===== config.mk =====
export PLATFORM = sky130hd
export DESIGN_NAME = resp_stream_parser
export DESIGN_NICKNAME = d
export VERILOG_FILES = /design/src/rtl/core/rsp_pkg.sv /design/src/rtl/core/rsp_fifo.sv /design/src/rtl/core/rsp_core.sv /design/src/rtl/core/resp_stream_parser.sv
export SDC_FILE = /design/constraint.sdc
export NUM_CORES = 1
export LEC_CHECK = 0
export BUFFER_PORTS_ARGS = -buffer_cell sky130_fd_sc_hd__buf_2
export CELL_PAD_IN_SITES_DETAIL_PLACEMENT = 1
export CELL_PAD_IN_SITES_GLOBAL_PLACEMENT = 2
export CORE_MARGIN = 4
export CORE_UTILIZATION = 35
export CTS_BUF_LIST = sky130_fd_sc_hd__clkbuf_4 sky130_fd_sc_hd__clkbuf_8
export DETAILED_ROUTE_END_ITERATION = 8
export GPL_TIMING_DRIVEN = 0
export PLACE_DENSITY_LB_ADDON = 0.1
export SYNTH_ARGS = -nofsm -noshare
export SYNTH_HDL_FRONTEND = slang
export SYNTH_HIERARCHICAL = 1
export SYNTH_SLANG_ARGS = --single-unit

===== constraint.sdc =====
create_clock -name clk_i -period 6.9 [get_ports clk_i]
set_clock_uncertainty 0.1 [all_clocks]
set_input_delay 0 -clock clk_i [delete_from_list [all_inputs] [get_ports clk_i]]
set_output_delay 0 -clock clk_i [all_outputs]
set_load 0.005 [all_outputs]

===== src/rtl/core/rsp_pkg.sv =====
// Shared types and constants for the RESP stream parser.
// No dependencies; imported by rsp_core, rsp_fifo and resp_stream_parser.
`default_nettype none
package rsp_pkg;

  // Parser modes, one-hot
  typedef enum logic [8:0] {
    M_IDLE   = 9'b000000001,
    M_LINE   = 9'b000000010,
    M_HSTART = 9'b000000100,
    M_HSIGN  = 9'b000001000,
    M_HDIG   = 9'b000010000,
    M_HLF    = 9'b000100000,
    M_BDATA  = 9'b001000000,
    M_BCR    = 9'b010000000,
    M_BLF    = 9'b100000000
  } mode_e;

  // Header kinds (line kinds double as token types)
  localparam logic [2:0] KIND_SIMPLE = 3'd0;
  localparam logic [2:0] KIND_ERROR  = 3'd1;
  localparam logic [2:0] KIND_INT    = 3'd2;
  localparam logic [2:0] KIND_BULK   = 3'd3;
  localparam logic [2:0] KIND_ARRAY  = 3'd4;

  localparam logic [1:0] TT_SIMPLE = 2'd0;
  localparam logic [1:0] TT_BULK   = 2'd3;

  // Error codes
  localparam logic [2:0] ERR_NONE   = 3'd0;
  localparam logic [2:0] ERR_PREFIX = 3'd1;
  localparam logic [2:0] ERR_HEADER = 3'd2;
  localparam logic [2:0] ERR_DEPTH  = 3'd3;
  localparam logic [2:0] ERR_LIMIT  = 3'd4;

  // Register indexes
  localparam logic [1:0] REG_MAX_BULK  = 2'd0;
  localparam logic [1:0] REG_MAX_ARRAY = 2'd1;

  localparam int unsigned BULK_LIM_W = 24;
  localparam int unsigned ARR_LIM_W  = 16;
  localparam int unsigned MSG_LEN_W  = 24;
  localparam logic [BULK_LIM_W-1:0] MAX_BULK_RST  = 24'd1048576;
  localparam logic [ARR_LIM_W-1:0]  MAX_ARRAY_RST = 16'd1024;

  // Protocol characters
  localparam logic [7:0] CH_PLUS  = 8'h2B;
  localparam logic [7:0] CH_MINUS = 8'h2D;
  localparam logic [7:0] CH_COLON = 8'h3A;
  localparam logic [7:0] CH_DOLLAR = 8'h24;
  localparam logic [7:0] CH_STAR  = 8'h2A;
  localparam logic [7:0] CH_CR    = 8'h0D;
  localparam logic [7:0] CH_LF    = 8'h0A;
  localparam logic [7:0] CH_ZERO  = 8'h30;
  localparam logic [7:0] CH_NINE  = 8'h39;

  // Result queue
  localparam int unsigned FIFO_DEPTH = 4;

  typedef struct packed {
    logic                 payload_valid;
    logic [7:0]           payload_byte;
    logic [1:0]           token_type;
    logic                 token_end;
    logic                 token_null;
    logic                 message_end;
    logic [MSG_LEN_W-1:0] message_length;
    logic [2:0]           error_code;
    logic                 last_result;
  } result_t;

endpackage
`default_nettype wire


===== src/rtl/core/rsp_fifo.sv =====
// Four-entry result queue taking up to two results per transaction.
// Depends on rsp_pkg.
`default_nettype none
module rsp_fifo (
  input  wire logic            clk_i,
  input  wire logic            rst_ni,
  input  wire logic [1:0]      push_cnt_i,
  input  rsp_pkg::result_t     push0_i,
  input  rsp_pkg::result_t     push1_i,
  output logic                 space_o,
  output logic                 out_valid_o,
  input  wire logic            out_ready_i,
  output rsp_pkg::result_t     out_o
);
  import rsp_pkg::*;

  localparam int unsigned PW = $clog2(FIFO_DEPTH);

  result_t         mem_q [FIFO_DEPTH];
  logic [PW-1:0]   wp_q, rp_q;
  logic [PW:0]     cnt_q;
  logic            pop;

  assign pop         = out_valid_o & out_ready_i;
  assign out_valid_o = (cnt_q != '0);
  assign out_o       = mem_q[rp_q];
  // room for the worst case of two results
  assign space_o     = (cnt_q <= (PW+1)'(FIFO_DEPTH - 2));

  // pointers and fill level
  always_ff @(posedge clk_i or negedge rst_ni) begin
    if (!rst_ni) begin
      wp_q  <= '0;
      rp_q  <= '0;
      cnt_q <= '0;
    end else begin
      wp_q  <= wp_q + PW'(push_cnt_i);
      if (pop) rp_q <= rp_q + PW'(1);
      cnt_q <= cnt_q + (PW+1)'(push_cnt_i) - (PW+1)'(pop);
    end
  end

  // storage
  always_ff @(posedge clk_i) begin
    if (push_cnt_i != 2'd0) mem_q[wp_q] <= push0_i;
    if (push_cnt_i == 2'd2) mem_q[wp_q + PW'(1)] <= push1_i;
  end

  a_no_overflow: assert property (@(posedge clk_i) disable iff (!rst_ni)
    cnt_q <= (PW+1)'(FIFO_DEPTH)) else $error("result queue overflow");
  a_push_room: assert property (@(posedge clk_i) disable iff (!rst_ni)
    (push_cnt_i != 2'd0) |-> (cnt_q <= (PW+1)'(FIFO_DEPTH - 2) || pop))
    else $error("push without room");
  a_pop_order: assert property (@(posedge clk_i) disable iff (!rst_ni)
    pop |=> (rp_q == $past(rp_q) + PW'(1))) else $error("read pointer slip");

endmodule
`default_nettype wire


===== src/rtl/core/rsp_core.sv =====
// RESP parse engine: mode register, header accumulator, array count stack.
// Depends on rsp_pkg. Produces up to two results per accepted byte.
`default_nettype none
module rsp_core #(
  parameter int unsigned NEST_DEPTH  = 8,
  parameter int unsigned LENGTH_BITS = 24
) (
  input  wire logic                           clk_i,
  input  wire logic                           rst_ni,
  input  wire logic                           accept_i,
  input  wire logic [7:0]                     byte_i,
  input  wire logic [rsp_pkg::BULK_LIM_W-1:0] max_bulk_i,
  input  wire logic [rsp_pkg::ARR_LIM_W-1:0]  max_array_i,
  output logic [1:0]                          res_cnt_o,
  output rsp_pkg::result_t                    res0_o,
  output rsp_pkg::result_t                    res1_o
);
  import rsp_pkg::*;

  localparam int unsigned HW = LENGTH_BITS + 1;
  localparam int unsigned CW = (HW > BULK_LIM_W) ? HW : BULK_LIM_W;
  localparam int unsigned LW = $clog2(NEST_DEPTH + 1);
  localparam int unsigned IW = (NEST_DEPTH > 1) ? $clog2(NEST_DEPTH) : 1;
  localparam logic [MSG_LEN_W-1:0] LEN_SAT = (LENGTH_BITS >= MSG_LEN_W) ?
    {MSG_LEN_W{1'b1}} : MSG_LEN_W'((64'd1 << LENGTH_BITS) - 64'd1);
  localparam logic [HW+3:0] HDR_CAP = (HW+4)'(1) << LENGTH_BITS;

  mode_e                  mode_q, mode_d;
  logic [2:0]             kind_q, kind_d;
  logic [HW-1:0]          hval_q, hval_d;
  logic                   hneg_q, hneg_d;
  logic [LENGTH_BITS-1:0] brem_q, brem_d;
  logic                   crp_q, crp_d;
  logic [LW-1:0]          level_q, level_d;
  logic [MSG_LEN_W-1:0]   mb_q, mb_d, mb_inc;
  logic [ARR_LIM_W-1:0]   counts_q [NEST_DEPTH];

  logic                   push;
  logic [ARR_LIM_W-1:0]   push_val;
  logic                   pop_found;
  logic [IW-1:0]          pop_idx;
  logic [HW+3:0]          hv_next;
  logic                   is_digit, neg_hdr;
  logic [CW-1:0]          hval_ext;
  logic                   fin, fin_te, fin_tn, err, pop_dec;
  logic [1:0]             fin_tt;
  logic [2:0]             ecode;
  result_t                r0, r1, rr;
  logic [1:0]             n;

  // highest open level whose count still exceeds one
  always_comb begin
    pop_found = 1'b0;
    pop_idx   = '0;
    for (int i = 0; i < NEST_DEPTH; i++) begin
      if ((LW'(i) < level_q) && (counts_q[i] > ARR_LIM_W'(1))) begin
        pop_found = 1'b1;
        pop_idx   = IW'(i);
      end
    end
  end

  // header digit step, saturating at the cap
  assign is_digit = (byte_i >= CH_ZERO) && (byte_i <= CH_NINE);
  always_comb begin
    hv_next = {hval_q, 3'b000} + {2'b00, hval_q, 1'b0}
            + (HW+4)'(byte_i - CH_ZERO);
    if (hv_next > HDR_CAP) hv_next = HDR_CAP;
  end
  assign hval_ext = CW'(hval_q);
  assign neg_hdr  = hneg_q && (hval_q != '0);

  // message byte count
  always_comb begin
    if (mode_q == M_IDLE && level_q == '0) mb_inc = MSG_LEN_W'(1);
    else if (mb_q < LEN_SAT)                mb_inc = mb_q + MSG_LEN_W'(1);
    else                                    mb_inc = mb_q;
  end

  // next state and results
  always_comb begin
    mode_d = mode_q; kind_d = kind_q; hval_d = hval_q; hneg_d = hneg_q;
    brem_d = brem_q; crp_d = crp_q; level_d = level_q; mb_d = mb_inc;
    push = 1'b0; push_val = '0; pop_dec = 1'b0;
    fin = 1'b0; fin_te = 1'b0; fin_tt = TT_SIMPLE; fin_tn = 1'b0;
    err = 1'b0; ecode = ERR_NONE;
    r0 = '0; r1 = '0; rr = '0; n = 2'd0;

    unique case (mode_q)
      M_IDLE: begin
        hval_d = '0; hneg_d = 1'b0; crp_d = 1'b0;
        case (byte_i)
          CH_PLUS:   begin kind_d = KIND_SIMPLE; mode_d = M_LINE;   end
          CH_MINUS:  begin kind_d = KIND_ERROR;  mode_d = M_LINE;   end
          CH_COLON:  begin kind_d = KIND_INT;    mode_d = M_LINE;   end
          CH_DOLLAR: begin kind_d = KIND_BULK;   mode_d = M_HSTART; end
          CH_STAR:   begin kind_d = KIND_ARRAY;  mode_d = M_HSTART; end
          default:   begin err = 1'b1; ecode = ERR_PREFIX; end
        endcase
      end
      M_LINE: begin
        if (crp_q && byte_i == CH_LF) begin
          crp_d = 1'b0;
          fin = 1'b1; fin_te = 1'b1; fin_tt = kind_q[1:0];
        end else begin
          if (crp_q) begin
            r0.payload_valid = 1'b1; r0.payload_byte = CH_CR;
            r0.token_type = kind_q[1:0];
            n = 2'd1;
          end
          crp_d = (byte_i == CH_CR);
          if (byte_i != CH_CR) begin
            rr.payload_valid = 1'b1; rr.payload_byte = byte_i;
            rr.token_type = kind_q[1:0];
            if (n == 2'd0) r0 = rr; else r1 = rr;
            n = n + 2'd1;
          end
        end
      end
      M_HSTART, M_HSIGN, M_HDIG: begin
        if (is_digit) begin
          hval_d = hv_next[HW-1:0];
          mode_d = M_HDIG;
        end else if (byte_i == CH_MINUS && mode_q == M_HSTART) begin
          hneg_d = 1'b1;
          mode_d = M_HSIGN;
        end else if (byte_i == CH_CR && mode_q == M_HDIG) begin
          mode_d = M_HLF;
        end else begin
          err = 1'b1; ecode = ERR_HEADER;
        end
      end
      M_HLF: begin
        if (byte_i != CH_LF) begin
          err = 1'b1; ecode = ERR_HEADER;
        end else if (kind_q == KIND_BULK) begin
          if (neg_hdr) begin
            fin = 1'b1; fin_te = 1'b1; fin_tt = TT_BULK; fin_tn = 1'b1;
          end else if (hval_q[LENGTH_BITS] || hval_ext > CW'(max_bulk_i)) begin
            err = 1'b1; ecode = ERR_LIMIT;
          end else begin
            brem_d = hval_q[LENGTH_BITS-1:0];
            mode_d = (hval_q == '0) ? M_BCR : M_BDATA;
          end
        end else begin
          if (neg_hdr || hval_q == '0) begin
            fin = 1'b1;
          end else if (hval_q[LENGTH_BITS] || hval_ext > CW'(max_array_i)) begin
            err = 1'b1; ecode = ERR_LIMIT;
          end else if (level_q >= LW'(NEST_DEPTH)) begin
            err = 1'b1; ecode = ERR_DEPTH;
          end else begin
            push     = 1'b1;
            push_val = hval_q[ARR_LIM_W-1:0];
            level_d  = level_q + LW'(1);
            mode_d   = M_IDLE;
          end
        end
      end
      M_BDATA: begin
        r0.payload_valid = 1'b1; r0.payload_byte = byte_i; r0.token_type = TT_BULK;
        n = 2'd1;
        if (brem_q != '0) brem_d = brem_q - LENGTH_BITS'(1);
        if (brem_d == '0) mode_d = M_BCR;
      end
      M_BCR: begin
        if (byte_i == CH_CR) mode_d = M_BLF;
        else begin err = 1'b1; ecode = ERR_HEADER; end
      end
      M_BLF: begin
        if (byte_i == CH_LF) begin
          fin = 1'b1; fin_te = 1'b1; fin_tt = TT_BULK;
        end else begin
          err = 1'b1; ecode = ERR_HEADER;
        end
      end
      default: begin
        mode_d = M_IDLE;
      end
    endcase

    // element complete: pop full levels, maybe close the message
    if (fin) begin
      mode_d = M_IDLE;
      crp_d  = 1'b0;
      if (pop_found) begin
        pop_dec = 1'b1;
        level_d = LW'(pop_idx) + LW'(1);
      end else begin
        level_d = '0;
      end
      if (!pop_found || fin_te) begin
        r0.token_type = fin_te ? fin_tt : TT_SIMPLE;
        r0.token_end  = fin_te;
        r0.token_null = fin_tn;
        if (!pop_found) begin
          r0.message_end    = 1'b1;
          r0.message_length = mb_inc;
          mb_d = '0;
        end
        n = 2'd1;
      end
    end

    // error: report once and drop all parse state
    if (err) begin
      r0 = '0;
      r0.error_code = ecode;
      n = 2'd1;
      mode_d = M_IDLE; kind_d = KIND_SIMPLE; hval_d = '0; hneg_d = 1'b0;
      brem_d = '0; crp_d = 1'b0; level_d = '0; mb_d = '0;
    end

    if (n == 2'd1) r0.last_result = 1'b1;
    if (n == 2'd2) r1.last_result = 1'b1;
  end

  assign res_cnt_o = accept_i ? n : 2'd0;
  assign res0_o    = r0;
  assign res1_o    = r1;

  // control state
  always_ff @(posedge clk_i or negedge rst_ni) begin
    if (!rst_ni) begin
      mode_q  <= M_IDLE;
      kind_q  <= KIND_SIMPLE;
      hval_q  <= '0;
      hneg_q  <= 1'b0;
      brem_q  <= '0;
      crp_q   <= 1'b0;
      level_q <= '0;
      mb_q    <= '0;
    end else if (accept_i) begin
      mode_q  <= mode_d;
      kind_q  <= kind_d;
      hval_q  <= hval_d;
      hneg_q  <= hneg_d;
      brem_q  <= brem_d;
      crp_q   <= crp_d;
      level_q <= level_d;
      mb_q    <= mb_d;
    end
  end

  // array count stack
  always_ff @(posedge clk_i) begin
    if (accept_i && push)    counts_q[level_q[IW-1:0]] <= push_val;
    if (accept_i && pop_dec) counts_q[pop_idx] <= counts_q[pop_idx] - ARR_LIM_W'(1);
  end

  a_level_range: assert property (@(posedge clk_i) disable iff (!rst_ni)
    level_q <= LW'(NEST_DEPTH)) else $error("nesting level out of range");
  a_msg_no_err: assert property (@(posedge clk_i) disable iff (!rst_ni)
    (res_cnt_o != 2'd0 && res0_o.message_end) |-> (res0_o.error_code == ERR_NONE
      && level_d == '0)) else $error("message end with error or open levels");
  a_err_idle: assert property (@(posedge clk_i) disable iff (!rst_ni)
    (accept_i && err) |=> (mode_q == M_IDLE && level_q == '0 && mb_q == '0))
    else $error("error did not return to idle");

endmodule
`default_nettype wire


===== src/rtl/core/resp_stream_parser.sv =====
// RESP stream parser top level: config registers, parse engine, result queue.
// Depends on rsp_pkg, rsp_core and rsp_fifo.
// Each result is written into the result queue when its byte is taken, and leaves in order.
// Throughput: one byte per cycle while the queue has room for two results; a byte
// giving two results (bare CR in a line) writes both into the four-entry result queue.
// Reset: asynchronous, active low; parser idle, limits at 1048576 and 1024.
`default_nettype none
module resp_stream_parser #(
  parameter int unsigned NEST_DEPTH  = 8,
  parameter int unsigned LENGTH_BITS = 24
) (
  input  wire logic        clk_i,
  input  wire logic        rst_ni,
  input  wire logic        s_axis_tvalid,
  output logic             s_axis_tready,
  input  wire logic [7:0]  s_axis_tdata,   // [7:0] data_byte
  output logic             m_axis_tvalid,
  input  wire logic        m_axis_tready,
  output logic [39:0]      m_axis_tdata,   // [0] payload_valid, [8:1] payload_byte,
                                           // [9] token_end, [10] token_null,
                                           // [11] message_end, [35:12] message_length,
                                           // [38:36] error_code, [39] zero
  output logic [1:0]       m_axis_tuser,   // [1:0] token_type
  output logic             m_axis_tlast,   // last_result
  input  wire logic        cfg_valid_i,
  output logic             cfg_ready_o,
  input  wire logic [1:0]  cfg_index_i,
  input  wire logic [23:0] cfg_data_i
);
  import rsp_pkg::*;

  logic [BULK_LIM_W-1:0] max_bulk_q;
  logic [ARR_LIM_W-1:0]  max_array_q;
  logic                  accept, space;
  logic [1:0]            res_cnt;
  result_t               res0, res1, head;

  assign cfg_ready_o   = 1'b1;
  assign accept        = s_axis_tvalid & s_axis_tready;
  assign s_axis_tready = space;

  // limit registers
  always_ff @(posedge clk_i or negedge rst_ni) begin
    if (!rst_ni) begin
      max_bulk_q  <= MAX_BULK_RST;
      max_array_q <= MAX_ARRAY_RST;
    end else if (cfg_valid_i) begin
      unique case (cfg_index_i)
        REG_MAX_BULK:  max_bulk_q  <= cfg_data_i[BULK_LIM_W-1:0];
        REG_MAX_ARRAY: max_array_q <= cfg_data_i[ARR_LIM_W-1:0];
        default: ;
      endcase
    end
  end

  rsp_core #(
    .NEST_DEPTH  (NEST_DEPTH),
    .LENGTH_BITS (LENGTH_BITS)
  ) u_core (
    .clk_i       (clk_i),
    .rst_ni      (rst_ni),
    .accept_i    (accept),
    .byte_i      (s_axis_tdata),
    .max_bulk_i  (max_bulk_q),
    .max_array_i (max_array_q),
    .res_cnt_o   (res_cnt),
    .res0_o      (res0),
    .res1_o      (res1)
  );

  rsp_fifo u_fifo (
    .clk_i       (clk_i),
    .rst_ni      (rst_ni),
    .push_cnt_i  (res_cnt),
    .push0_i     (res0),
    .push1_i     (res1),
    .space_o     (space),
    .out_valid_o (m_axis_tvalid),
    .out_ready_i (m_axis_tready),
    .out_o       (head)
  );

  // pack the head result
  assign m_axis_tdata = {1'b0, head.error_code, head.message_length, head.message_end,
                         head.token_null, head.token_end, head.payload_byte,
                         head.payload_valid};
  assign m_axis_tuser = head.token_type;
  assign m_axis_tlast = head.last_result;

endmodule
`default_nettype wire


; ---- Yosys cells after proc, flatten, opt, wreduce, memory -nomap -nowiden
; Memory sizes are Yosys's and may differ from the RTL's.
; Cells that the tools add are included.
[word_totals]
reg_bits = 138
latch_bits = 0
ramBits = 296
rom_bits = 0
in_bits = 39
out_inout_bits = 46
mem_count = 2
[mem_list]
columns = name, depth, word_bits, rd, rd_ports_with_merged_regs, write_ports, line
row1 = u_fifo.mem_q, 4, 42, 1, 0, 2, rsp_fifo.sv:19  ; result_t mem_q [FIFO_DEPTH];
row2 = u_core.counts_q, 8, 16, 9, 0, 1, rsp_core.sv:36  ; logic [ARR_LIM_W-1:0] counts_q [NEST_DEPTH];
[classes]
add_sub_neg = 14
multipliers = 0
div_mod_pow = 0
magnitude_cmp = 24
n_eq_ne = 46
shift = 0
n_mux = 167
n_bitwise = 2
n_reduce_logical = 51
[ops]
columns = operator, count
row1 = two-way mux 42 bit, 8
row2 = two-way mux 24 bit, 13
row3 = greater-than comparator 16 x 1 -> 1 bit (second input constant), 8
row4 = two-way mux 9 bit, 14
row5 = two-way mux 16 bit, 7
row6 = two-way mux 25 bit, 4
row7 = two-way mux 1 bit, 58
row8 = two-way mux 29 bit, 2
row9 = case mux 9 bit (6 select lines), 1
row10 = case mux 25 bit (2 select lines), 1
row11 = case mux 24 bit (2 select lines), 1
row12 = two-way mux 3 bit, 15
row13 = == test 8 x 6 -> 1 bit (second input constant), 5
row14 = two-way mux 2 bit, 20
row15 = two-way mux 4 bit, 9
row16 = two-way mux 31 bit, 1
row17 = case mux 3 bit (5 select lines), 2
row18 = adder 28 x 26 -> 29 bit, 1
row19 = adder 29 bit, 1
row20 = greater-than comparator 29 x 25 -> 1 bit (second input constant), 1
row21 = != test 3 x 1 -> 1 bit (second input constant), 9
row22 = greater-than comparator 25 x 16 -> 1 bit, 1
row23 = greater-than comparator 25 x 24 -> 1 bit, 1
row24 = logical NOT 25 bit, 1
row25 = 72 further kinds, 120

; ---- Longest topological paths before layout
; Gate-level depths: netlist of the first run.
; An unclocked memory read counts as a cell.
[depth]
ltp_word = 20
depth_mapped = 18

; ---- Hierarchy
; The synthesis of the first run kept the hierarchy.
[modules_own_cells]
columns = module, instances, cells_per_inst, area_each_um2, seq_area_each_um2
row1 = rsp_core, 1, 1632, 15441.1, 6122.1
row2 = rsp_fifo, 1, 447, 8538.2, 5220.0
row3 = resp_stream_parser, 1, 90, 1549.0, 1003.5

; ---- Worst setup path after synthesis of the first run
; Ideal clock, no wire load.
[synth_path]
path_type = reg-to-reg
from = register max_array_q[10]
to = memory u_fifo/mem_q[0][0] in the netlist's numbering, enable pin
setup_time_ns = 0.500
arrival_ns = 6.155
t_required_ns = 6.300
path_slack_ns = 0.146
stages_incl_launch_ff = 16
cell_sequence = dfstp_2 -> inv_1 -> ha_1 -> a21o_1 -> a21o_1 -> a21o_1 -> a211o_1 -> o211ai_1 -> a21oi_1 -> a21oi_1 -> a311oi_1 -> nor2_1 -> nand2_1 -> o31a_1 -> o21bai_1 -> o21ai_0
[synth_rtl]
columns = item, line
row1 = "start, declared", resp_stream_parser.sv:33  ; logic [ARR_LIM_W-1:0] max_array_q;
row2 = "start signal, assigned", resp_stream_parser.sv:50  ; REG_MAX_ARRAY: max_array_q <= cfg_data_i[ARR_LIM_W-1:0];
row3 = "end, declared", rsp_fifo.sv:19

==> impl_metrics.tcl, run 1 <==
set metrics [dict create \
    routed_wl_um 80970 \
    final_area_um2 29800 \
    worstSetupPathType "reg2reg" \
    grt_pass1_vias 20383 \
    fin_setup_tns_ns 0 \
    gp_congestion 0.8377 \
    firstDrtPassIters 5 \
    powerDensity_nw_per_um2 248.0 \
    via_per_inst 5.478 \
    drv_cap 0 \
    initial_core_util_pct 35.53 \
    fp.dieArea_um2 77320 \
    final_cell_mix "edfxtp_1 (296), mux2_2 (211), nand2_1 (156), dfrtp_1 (135), nor2_1 (123)" \
    core_um2 71850 \
    finalSetupViolCount 0 \
    cp.arrival_ns 6.77 \
    cts.path.max_buffers 3 \
    rsz0062_at_grt "no" \
    synth_xor_area_share_pct 2.264 \
    timing.slew.headroom_pct 11.82 \
    rows 98 \
    synth_top_family_by_area "multiplexers" \
    endpoint_kind "flip-flop" \
    cts_tree "built" \
    critPathSlowestCell "a311oi_2" \
    synth-edff-count 296 \
    postPlaceCellArea_um2 27520 \
    yosysWarnings 6 \
    worstHoldPathType "in2reg" \
    yosysSeqAreaShare_pct 48.36 \
    synth-main-ff-cell "edfxtp_1" \
    slowest_delay_ns 0.77 \
    drive_above_1_share_pct 25.05 \
    clock_latency_ns 0.69 \
    worstMarginPinSlew_ns 1.309 \
    htree_levels 3 \
    hold_violations 0 \
    chipWidth_um 278.1 \
    hpwl_um 58680 \
    fin_crit_sh_pct 93.54 \
    worstPathRequired_ns 7.21 \
    grt_use_total_pct 20.68 \
    area_growth_pct 16.75 \
    synth_top_area_share_pct 34.82 \
    path_clk_slew_ns 0.06 \
    clock-sinks 434 \
    outcome "complete, no violations" \
    die_h_um 278.1 \
    drcViolationCount 0 \
    num_vias 18933 \
    cts_setup_buffers 0 \
    synthCells 2169 \
    layout_min_cycle_time_ns 6.454 \
    final_common_cell "edfxtp_1" \
    portBuffers 81 \
    fin_hold_ws_ns 0.05983 \
    postSynthAreaPerCell_um2 11.77 \
    antenna_left 0 \
    synth-async-reset-ratio_pct 31.80 \
    yosys.area.top_type "edfxtp_1" \
    setup.worst_path.start_class "flip-flop" \
    wl_per_cell_um 23.43 \
    antenna_found_initial 3 \
    cts_buffers 82 \
    synth_simple_gate_area_share_pct 12.80 \
    grt_pass1_wl_um 124700 \
    fmax_mhz 154.9 \
    final_max_slew_viol_count 0 \
    ys_ff_latch 434 \
    synth.distinct_cells 103 \
    synth-adder-area-share_pct 6.127 \
    cp_max_fo 22 \
    synth_area_um2 25530 \
    crit_chain "ha_1 -> a21o_1 -> a21o_1 -> a21oi_1 -> o21ai_0 -> a22oi_1 -> o21ai_0 -> a21oi_1 -> a311oi_2 -> nor2_1 -> nand2_1 -> o31a_1 -> nand4b_1 -> buf_2 -> o21ai_4 -> buf_12" \
    power.leakage_nw 11.78 \
    cts-root-buf "clkbuf_8" \
    synth_compound_area_share_pct 11.29 \
    peakVddDrop_mv 0.1192 \
    synth_area_leaders "edfxtp_1 (35%), dfrtp_1 (13%), mux2_2 (9.3%)" \
    gr-total-overflow 0 \
    grt_max_degree 85 \
    ioPinCount 85 \
    synth.area.mux_share_pct 14.59 \
    fin_nets 2590 \
    drt_iter0_markers 956 \
]
[kinds of logic (layout without fill, tap and decap cells)]
family / count (synthesis) / after routing
flip-flops: 434 / 434
XOR/XNOR: 66 / 66
buffers and inverters: 226 / 531
AO/OA/AOI/OAI: 422 / 422
AND/OR/NAND/NOR: 629 / 629
other: 3 / 35
multiplexers: 279 / 279
adder cells (fa/ha/maj): 110 / 110
[Yosys cell counts, types with 41 or more instances]
master and count:
o21ai_0 101, edfxtp_1 296, nand3_1 52, clkbuf_1 47, a21oi_1 94, ha_1 85, xnor2_1 41, mux4_2 53
dfrtp_1 135, inv_1 97, nor2_1 133, nor3_1 54, nor4_1 45, mux2_2 211, nand2_1 156
[area by class of cell]
| cell class | count | area (um2) |
|---|---|---|
| timing repair buffer | 159 | 1308 |
| multi-input combinational | 1538 | 12220 |
| buffer | 128 | 787.0 |
| antenna | 3 | 7.507 |
| sequential | 434 | 12350 |
| tap | 950 | 1189 |
| clock inverter | 33 | 192.7 |
| clock buffer | 113 | 1386 |
| fill | 7833 | 42050 |
| inverter | 98 | 367.9 |
[final timing paths]
check / end / slack (ns) / from / cells after the start
min reg2reg: max_bulk_q[0]$_DFFE_PN0P_ / 0.40 / max_bulk_q[0]$_DFFE_PN0P_ / 1
max: u_fifo/mem_q[0][17]$_DFFE_PP_ / 0.45 / u_core/hval_ext[10]$_DFFE_PN0P_ / 16
min in group asynchronous: max_bulk_q[20]$_DFFE_PN1P_ / 0.32 / rst_ni / 3
min: max_bulk_q[1]$_DFFE_PN0P_ / 0.06 / cfg_data_i[1] / 3
max in group asynchronous: u_core/mode_q[0]$_DFFE_PN1P_ / 5.86 / rst_ni / 4
max reg2reg: u_fifo/mem_q[0][17]$_DFFE_PP_ / 0.45 / u_core/hval_ext[10]$_DFFE_PN0P_ / 16
[flip-flops by register name (all words and copies together) (netlist names), 4 cells and up]
name / count
u_core/level_q: 4
u_core/hval_ext: 25
max_bulk_q: 24
u_core/counts_q: 128
u_core/brem_q: 24
max_array_q: 16
u_fifo/mem_q: 168
u_core/mode_q: 9
u_core/mb_q: 24
[layer usage]
metal	track usage (%)	vias to the layer above	share of wire, %
met1	27.00	9696	44
met5	0	-	0
met4	5.589	0	2.5
met2	35.73	363	49
met3	3.490	136	3.8
li1	-	8738	-
[through the flow]
stage | power, mW | cells | util (%) | setup slack, ns
2_1_floorplan | 4.250 | 2198 | - | 0.1456
3_3_place_gp | 4.904 | 3229 | 37.90 | -4.749
3_5_place_dp | 4.956 | 3241 | 38.29 | -0.01555
4_1_cts | 7.530 | 3453 | 41.44 | 0.1372
5_1_grt | 7.813 | 3456 | 41.48 | 0.1303
6_report | 7.392 | 3456 | 41.48 | 0.4460
[critical path, delay by kind of cell, from the launching register on]
| kind | cells | cell delay [ns] |
|---|---|---|
| and+or+nand+nor | 3 | 0.92 |
| adders and majority gates | 1 | 0.43 |
| DFF | 1 | 0.62 |
| buffers and inverters | 2 | 0.71 |
| AOI/OAI and AO/OA | 10 | 3.39 |
[report_power, final]
group / switching (mW) / internal (mW)
Sequential: 0.0986 / 2.98
Clock: 1.18 / 1.31
Combinational: 1.05 / 0.775
[repair_timing]
action | 4_1_cts | 5_1_grt
hold buffers | 66 | 0
endpoints found under the setup margin | 22 | 22
hold endpoints to repair | 214 | 0
cloned | 0 | 0
gates resized for setup | 1 | 1
Note: power is estimated with default switching activity, not from simulation.
==> run 2, diff against run 1 <==
--- a/config.mk
+++ b/config.mk
@@ -13,7 +13,7 @@
 export CTS_BUF_LIST = sky130_fd_sc_hd__clkbuf_4 sky130_fd_sc_hd__clkbuf_8
 export DETAILED_ROUTE_END_ITERATION = 8
 export GPL_TIMING_DRIVEN = 0
-export PLACE_DENSITY_LB_ADDON = 0.1
+export PLACE_DENSITY = 0.81
 export SYNTH_ARGS = -nofsm -noshare
 export SYNTH_HDL_FRONTEND = slang
 export SYNTH_HIERARCHICAL = 1
==> impl_metrics.tcl, run 2 (synthesized netlist as in run 1, its figures left out) <==
set metrics [dict create \
    outcome "complete, no violations" \
    worst_slack_ns 0.2806 \
    final_cells 3460 \
    cts-root-buf "clkbuf_8" \
    fin_hold_ws_ns 0.02648 \
    antenna_left 0 \
    fin_crit_sh_pct 95.93 \
    fin_setup_tns_ns 0 \
    powerDensity_nw_per_um2 247.2 \
    rows 98 \
    grt_max_degree 85 \
    grt_pass1_wl_um 122800 \
    final_common_cell "edfxtp_1" \
    core_um2 71850 \
    drv_cap 0 \
    hold_violations 0 \
    swShare_pct 31.34 \
    finalSetupViolCount 0 \
    gp_congestion 0.8754 \
    antenna_found_initial 0 \
    fin_nets 2601 \
    grt_pass1_vias 20657 \
    grt_use_total_pct 20.15 \
    routed_wl_um 79220 \
    setup.worst_path.start_class "flip-flop" \
    final_cell_mix "edfxtp_1 (296), mux2_2 (211), nand2_1 (156), dfrtp_1 (135), nor2_1 (123)" \
    chipWidth_um 278.1 \
    seq_area_um2 12350 \
    cts_setup_buffers 0 \
    drive_above_1_share_pct 24.86 \
    clock_latency_ns 0.68 \
    worstHoldPathType "in2reg" \
    area_growth_pct 17.22 \
    p_int_mw 5.079 \
    fmax_mhz 151.1 \
    wl_per_cell_um 22.89 \
    drcViolationCount 0 \
    cp_max_fo 18 \
    cp_top_family "simple AND/OR/NAND/NOR gates" \
    gr-total-overflow 0 \
    power.leakage_nw 11.82 \
    slowest_delay_ns 0.69 \
    die_h_um 278.1 \
    hpwl_um 56620 \
    cts_tree "built" \
    htree_levels 3 \
    pwr-share-clk_pct 33.4 \
    final_max_slew_viol_count 0 \
    switchingPower_mw 2.318 \
    worstMarginPinSlew_ns 1.300 \
    initial_core_util_pct 35.53 \
    path_buf_inv 4 \
    timing.slew.headroom_pct 13.13 \
    path_clk_slew_ns 0.06 \
    p_comb_share_pct 25.0 \
    clock-sinks 434 \
    drt_iter0_markers 1118 \
    via_per_inst 5.561 \
    layout_min_cycle_time_ns 6.619 \
    worstPathRequired_ns 7.18 \
    multi_input_area_um2 12210 \
    cts_resized 0 \
    largest_reg_flops 168 \
    critPathSlowestCell "nand4b_1" \
    rsz0062_at_grt "no" \
    crit_chain "nor4_1 -> nand2_1 -> nor3_1 -> nor2b_1 -> o21ai_0 -> a21o_1 -> or2_2 -> clkbuf_1 -> nand2_1 -> o31a_1 -> nand4b_1 -> buf_2 -> o21ai_4 -> buf_12 -> buf_16" \
    worstSetupPathType "reg2reg" \
    pre_cts_ws_ns 0.3289 \
    power_mw 7.397 \
    firstDrtPassIters 5 \
    ioPinCount 85 \
    post-place-cells 3242 \
    peakVddDrop_mv 0.1428 \
    endpoint_kind "flip-flop" \
    ctsHoldBuffers 79 \
    power_frac_seq_pct 41.6 \
    cts_buffers 79 \
    num_vias 19242 \
    fillCellCount 7788 \
    antenna_cells 0 \
    cts.path.max_buffers 3 \
    fp.dieArea_um2 77320 \
    regMostFlops "u_fifo/mem_q" \
    cp.arrival_ns 6.90 \
    portBuffers 81 \
    cp_common_cell "nand2_1" \
]
-- run 2: cell count changes in the layout (fill, tap and decap cells not counted), moves of 2 or more --
cell	change
clkinvlp_4	+3
dlygate4sd3_1	+13
diode_2	-3
clkinv_2	+2
clkbuf_4	-8
clkinv_1	-5
-- run 2: worst paths after layout --
path / end / start / cells past startpoint / slack (ns)
min in group asynchronous: max_bulk_q[20]$_DFFE_PN1P_ / rst_ni / 3 / 0.32
worst min-delay path: u_core/hval_ext[4]$_DFFE_PN0P_ / s_axis_tdata[3] / 6 / 0.03
max in group asynchronous: u_core/mode_q[0]$_DFFE_PN1P_ / rst_ni / 4 / 5.87
worst max-delay path: u_fifo/mem_q[0][6]$_DFFE_PP_ / u_core/hval_ext[22]$_DFFE_PN0P_ / 15 / 0.28
worst max register to register: u_fifo/mem_q[0][6]$_DFFE_PP_ / u_core/hval_ext[22]$_DFFE_PN0P_ / 15 / 0.28
worst min register to register: max_array_q[3]$_DFFE_PN0P_ / max_array_q[3]$_DFFE_PN0P_ / 1 / 0.41
-- run 2: power groups by stage --
| stage | sequential (mW) | combinational [mW] | clock [mW] |
|---|---|---|---|
| final | 3.08 | 1.85 | 2.47 |
| after global placement | 3.13 | 1.74 | 0 |
| after CTS | 3.08 | 1.88 | 2.54 |
| after detailed placement | 3.13 | 1.82 | 0 |
| after global routing | 3.10 | 2.02 | 2.65 |
| after floorplan | 3.10 | 1.15 | 0 |
-- run 2: metal layers --
layer | vias to the layer above | part of all wire [%] | track usage [%]
li1 | 8766 | - | -
met1 | 9840 | 44 | 26.31
met2 | 490 | 49 | 34.83
met3 | 146 | 4.0 | 2.995
met4 | 0 | 2.8 | 6.057
met5 | - | 0 | 0
-- run 2: final cells by class --
type	instances	share of cell area (%)
Buffer	128	2.630
Clock buffer	106	4.478
Clock inverter	33	0.7359
Inverter	98	1.229
Multi-Input combinational cell	1538	40.80
Sequential cell	434	41.26
Tap cell	950	3.972
Timing Repair Buffer	173	4.896
-- run 2: through the flow --
step	area [um2]	utilization [%]
floorplan	25640	-
global placement	27230	37.90
detailed placement	27540	38.33
CTS	29910	41.63
global route	29930	41.65
finish	29930	41.65
-- run 2: tightest hold or removal path: stages --
cell and delay (ns):
buf_2 0.13, fa_1 0.19, ha_1 0.17, xnor2_1 0.11, nand3_1 0.09, o31ai_1 0.06
